<file path="src/hw/rtl/ccx_pkg.sv">
// package for the chacha20-style keystream xor block, non-standard sigma
// types and constants for all modules, round functions for the datapath
package ccx_pkg;

    localparam int DoubleRoundsDefault = 10;
    localparam int BlockBytes = 64;
    localparam int AddrWidth = 6;

    localparam logic [31:0] Sigma0 = 32'h73696874;
    localparam logic [31:0] Sigma1 = 32'h20736920;
    localparam logic [31:0] Sigma2 = 32'h20746f6e;
    localparam logic [31:0] Sigma3 = 32'h6967616d;

    localparam logic [2:0] RegKey01   = 3'd0;
    localparam logic [2:0] RegKey23   = 3'd1;
    localparam logic [2:0] RegKey45   = 3'd2;
    localparam logic [2:0] RegKey67   = 3'd3;
    localparam logic [2:0] RegNonce01 = 3'd4;
    localparam logic [2:0] RegNonce2  = 3'd5;
    localparam logic [2:0] RegInitCtr = 3'd6;

    typedef logic [31:0] word_t;
    typedef word_t [15:0] block_t;

    typedef struct packed {
        logic load;      // load working words from input words
        logic round;     // one column or diagonal round
        logic diag;      // diagonal round when high
        logic finish;    // add input words back, advance counter
        logic restart;   // reload counter and nonce word
        logic consume;   // output the next byte, advance position
    } ccx_cmd_t;

    typedef struct packed {
        logic need_block;
    } ccx_status_t;

    function automatic word_t rotl(input word_t v, input int n);
        rotl = (v << n) | (v >> (32 - n));
    endfunction

    function automatic logic [127:0] quarter(input word_t a, input word_t b,
                                             input word_t c, input word_t d);
        word_t a1, b1, c1, d1;
        a1 = a + b;   d1 = rotl(d ^ a1, 16);
        c1 = c + d1;  b1 = rotl(b ^ c1, 12);
        a1 = a1 + b1; d1 = rotl(d1 ^ a1, 8);
        c1 = c1 + d1; b1 = rotl(b1 ^ c1, 7);
        quarter = {a1, b1, c1, d1};
    endfunction

endpackage

</file>
<file path="src/hw/rtl/ccx_ctrl.sv">
// controller: accepts bytes, sequences block generation and the output register
// depends on ccx_pkg
module ccx_ctrl
    import ccx_pkg::*;
#(
    parameter int DOUBLE_ROUNDS = DoubleRoundsDefault
)
(
    input  logic        clk,
    input  logic        rst_n,
    input  logic        in_valid,
    output logic        in_stall,
    input  logic        restart,
    input  logic        last_byte,
    input  logic [7:0]  ks_xor,
    output logic        out_valid,
    input  logic        out_stall,
    output logic [7:0]  out_byte,
    output logic        last_out,
    input  ccx_status_t status,
    output ccx_cmd_t    cmd
);

    localparam int RoundCount = 2 * DOUBLE_ROUNDS;
    localparam int RcWidth = $clog2(RoundCount + 1);

    typedef enum logic [3:0] {
        ST_IDLE  = 4'b0001,
        ST_LOAD  = 4'b0010,
        ST_ROUND = 4'b0100,
        ST_EMIT  = 4'b1000
    } state_t;

    state_t state_reg, state_next;
    logic [RcWidth-1:0] rc_reg, rc_next;
    logic [7:0] data_reg;
    logic       last_reg;
    logic       valid_reg, valid_next;
    logic       take;
    logic       out_free;

    assign out_free  = !valid_reg || !out_stall;
    assign in_stall  = (state_reg != ST_IDLE);
    assign take      = in_valid && (state_reg == ST_IDLE);

    always_comb
    begin
        state_next = state_reg;
        rc_next    = rc_reg;
        valid_next = valid_reg && out_stall;
        cmd        = '0;
        cmd.diag   = rc_reg[0];
        unique case (state_reg)
            ST_IDLE:
            begin
                if (in_valid)
                begin
                    cmd.restart = restart;
                    state_next  = ST_LOAD;
                end
            end
            ST_LOAD:
            begin
                if (status.need_block)
                begin
                    cmd.load   = 1'b1;
                    rc_next    = '0;
                    state_next = ST_ROUND;
                end
                else
                begin
                    state_next = ST_EMIT;
                end
            end
            ST_ROUND:
            begin
                if (rc_reg == RcWidth'(RoundCount))
                begin
                    cmd.finish = 1'b1;
                    state_next = ST_EMIT;
                end
                else
                begin
                    cmd.round = 1'b1;
                    rc_next   = rc_reg + 1'b1;
                end
            end
            ST_EMIT:
            begin
                if (out_free)
                begin
                    cmd.consume = 1'b1;
                    valid_next  = 1'b1;
                    state_next  = ST_IDLE;
                end
            end
            default:
            begin
                state_next = ST_IDLE;
            end
        endcase
    end

    always_ff @(posedge clk or negedge rst_n)
    begin
        if (!rst_n)
        begin
            state_reg <= ST_IDLE;
            rc_reg    <= '0;
            valid_reg <= 1'b0;
        end
        else
        begin
            state_reg <= state_next;
            rc_reg    <= rc_next;
            valid_reg <= valid_next;
        end
    end

    always_ff @(posedge clk)
    begin
        if (take)
        begin
            last_reg <= last_byte;
        end
        if (cmd.consume)
        begin
            data_reg <= ks_xor;
            last_out <= last_reg;
        end
    end

    assign out_valid = valid_reg;
    assign out_byte  = data_reg;

    a_stall_hold: assert property (@(posedge clk) disable iff (!rst_n)
        valid_reg && out_stall |=> valid_reg && $stable(data_reg))
        else $error("result changed while stalled");
    a_round_bound: assert property (@(posedge clk) disable iff (!rst_n)
        rc_reg <= RcWidth'(RoundCount))
        else $error("round count overran");
    a_one_take: assert property (@(posedge clk) disable iff (!rst_n)
        take |=> state_reg == ST_LOAD)
        else $error("accepted byte not processed");
    a_consume_emit: assert property (@(posedge clk) disable iff (!rst_n)
        cmd.consume |-> state_reg == ST_EMIT && !status.need_block)
        else $error("byte consumed without keystream");

endmodule

</file>
<file path="config.mk">
export PLATFORM = sky130hd
export DESIGN_NAME = ccx_ctrl
export DESIGN_NICKNAME = d
export VERILOG_FILES = /design/src/hw/rtl/ccx_pkg.sv /design/src/hw/rtl/ccx_ctrl.sv
export SDC_FILE = /design/constraint.sdc
export NUM_CORES = 1
export LEC_CHECK = 0
export BUFFER_PORTS_ARGS = -buffer_cell sky130_fd_sc_hd__buf_4
export CORE_MARGIN = 1.5
export CORE_UTILIZATION = 30
export CTS_CLUSTER_DIAMETER = 40
export DETAILED_ROUTE_END_ITERATION = 8
export PLACE_DENSITY = 0.57
export SETUP_SLACK_MARGIN = 0.4
export SYNTH_ARGS = -nofsm -noshare
export SYNTH_HDL_FRONTEND = slang
export SYNTH_SLANG_ARGS = --single-unit
</file>
<file path="constraint.sdc">
create_clock -name clk -period 3.4 [get_ports clk]
set_clock_uncertainty 0.05 [all_clocks]
set_input_delay 0.34 -clock clk [delete_from_list [all_inputs] [get_ports clk]]
set_output_delay 0.34 -clock clk [all_outputs]
set_load 0.005 [all_outputs]
</file>
==> results.cfg <==
[clock_tree]
post_cts_buffers = 0
ctsResizeCount = 0
cts_tree = built
insertion_delay_ns = 0.30
postCtsHoldBufs = 1
cts_buffer_depth = 2
cts-buffers-inserted = 3
h-tree-depth = 1
cts.clk_slew.worst_paths_ns = 0.12
root_buffer = clkbuf_4
cts_sinks = 20

[critical_path]
worstPathRequired_ns = 3.01
cp.arrival_ns = 1.83
slowest_stage = or4b_1
critPathMaxStageDelay_ns = 0.59
startpoint_type = register
end_kind = output port
r2r-start = state_reg[1]
crit_fanout = 10
crit_chain = or4b_1 > a21oi_1 > buf_4 > buf_4
worst-r2r-cell-count = 3
worst_path_most_repeated_cell = buf_4
crit_type = register to output port
r2r_slack_ns = 1.62
rr_endpoint = rc_reg[3]

[finish]
multi_input_area_um2 = 297
n_antenna_cell = 0
seqCellArea_um2 = 552
largest_reg_flops = 8
nFillCells = 282
syn_to_final_growth_pct = 36.6
final_net_count = 122
drive_above_1_share_pct = 37.5

[yosys]
yosysWarnings = 0
yosys.area.top_type = edfxtp_1
yosysUniqueCellTypes = 31
synth_top_area_share_pct = 33.9
ys_ff_latch = 20
syn_area_um2 = 885
async_flop_share_pct = 50.0
synth_nets = 87
synth_edf_count = 10
syn_inst = 70
yosysSeqAreaShare_pct = 62.4
avgSynthCellArea_um2 = 12.6
ys.flop_type = edfxtp_1
ys_top_cells_by_area = edfxtp_1 (34%), dfrtp_1 (25%), dfstp_2 (3.0%), ha_1 (2.8%), nand3_1 (2.8%)

[run]
maxCapViolCount = 0

[floorplan]
start_util_pct = 31.8
die_h_um = 57.3
rows = 19
core_area_mm2 = 0.00278
die-area_mm2 = 0.00328
die_x_um = 57.3
pin_count = 32

[global_route]
track_usage_pct = 12.4
grt_pass1_vias = 650
grt_start_max_net_pins = 13
overflow = 0
grt_first_pass_wirelength_um = 3080
antenna_found_initial = 0

[sta]
slew_viol_final = 0
finalSetupViolations = 0
fin_crit_sh_pct = 65.2
rsz0062_at_grt = false
finalHoldViolations = 0
slew-limit-headroom_pct = 62.0
tightest_slew_ns = 0.568
setup_tns_ns = 0
max_freq_ghz = 0.451
layout_min_cycle_time_ns = 2.22

[detailed_routing]
dr.pass1.iters = 4
via_count = 690
drt_iter0_markers = 9
drc = 0
drt_wl_total_um = 1840
final_antenna_net_count = 0
viasPerCell = 5.11
wire_per_inst_um = 13.6

[placement]
hpwl_um = 1380
io_buffers = 31
place.gp.congestion = 0.694

[min_path]
hold_depth = 1
min_to = out_byte[0]
min_from = ks_xor[0]
hp-class = input port to register

[outcome]
status = finished clean

[power_and_ir_drop]
total_leakage_power_nw = 0.517
ir_drop_uv = 417
p_per_area_mw_per_mm2 = 603
power_mw = 0.729
-- critical path: cells and delay by family (launching register included) --
kind                   cells  cell delay (ns)
buffers and inverters      2             0.33
flip-flops                 1             0.47
AND/OR/NAND/NOR            1             0.59
AO/OA/AOI/OAI              1             0.14
-- worst max path at each step --
stage,from,depth (start not counted),endpoint,slack (ns)
finish,state_reg[1],4,cmd[0],1.18
floorplan,state_reg[2],3,last_out,1.40
CTS,state_reg[1],4,cmd[0],1.17
global route,state_reg[3],4,cmd[0],1.08
global placement,state_reg[1],4,cmd[0],1.57
detailed placement,state_reg[1],4,cmd[0],1.53
-- cell type report --
cell class,count,share of cell area [%]
sequential,20,45.7
clock inverter,1,2.48
inverter,5,1.55
multi-input combinational,42,24.5
tap,31,3.21
clock buffer,3,1.86
timing repair buffer,33,20.7
-- metal layers --
layer | GRT usage, % | wire, um | vias up
met2 | 20.5 | 829 | 27
met4 | 0.997 | 0 | 0
met5 | 0 | 0 | -
li1 | - | - | 333
met3 | 5.44 | 150 | 0
met1 | 15.7 | 861 | 330
-- Yosys cell counts, types with 2 or more instances --
cell type  instances
buf_2              2
a21oi_1            3
and4_1             2
nand2_1            3
dfrtp_1            9
ha_1               2
a31oi_1            3
edfxtp_1          10
nor2_1             4
nand3_1            5
and2_1             2
nand4b_1           2
inv_1              5
-- where the power goes --
group	leakage, nW	internal, mW	switching [mW]
sequential	0.220	0.305	0.0607
clock	0.0279	0.119	0.0727
combinational	0.269	0.0926	0.0787
-- cells in the final DEF, fill, tap and decap left out, types with 3 or more instances in the layout --
master,n
buf_4,32
dfrtp_1,9
nor2_1,4
inv_1,5
a21oi_1,3
nand3_1,5
a31oi_1,3
clkbuf_4,3
nand2_1,3
edfxtp_1,10
-- logic make-up after synthesis --
kind of cell	after synthesis	share of synthesized area [%]
flops	20	62.4
buf+inv	8	4.10
fa+ha+maj	2	2.83
simple gates	26	20.1
compound gates	14	10.6
-- metrics by stage --
step                worst slack [ns]  utilization (%)  instance area (um^2)  hold WS (ns)  cells
floorplan                       1.40                -                   885      -0.00559     70
global placement                1.57             41.2                  1150         0.127    130
detailed placement              1.53             41.2                  1150         0.127    130
CTS                             1.17             43.5                  1210         0.143    135
global route                    1.08             43.5                  1210         0.117    135
finish                          1.18             43.5                  1210         0.156    135
(Power assumes the default switching activity.)
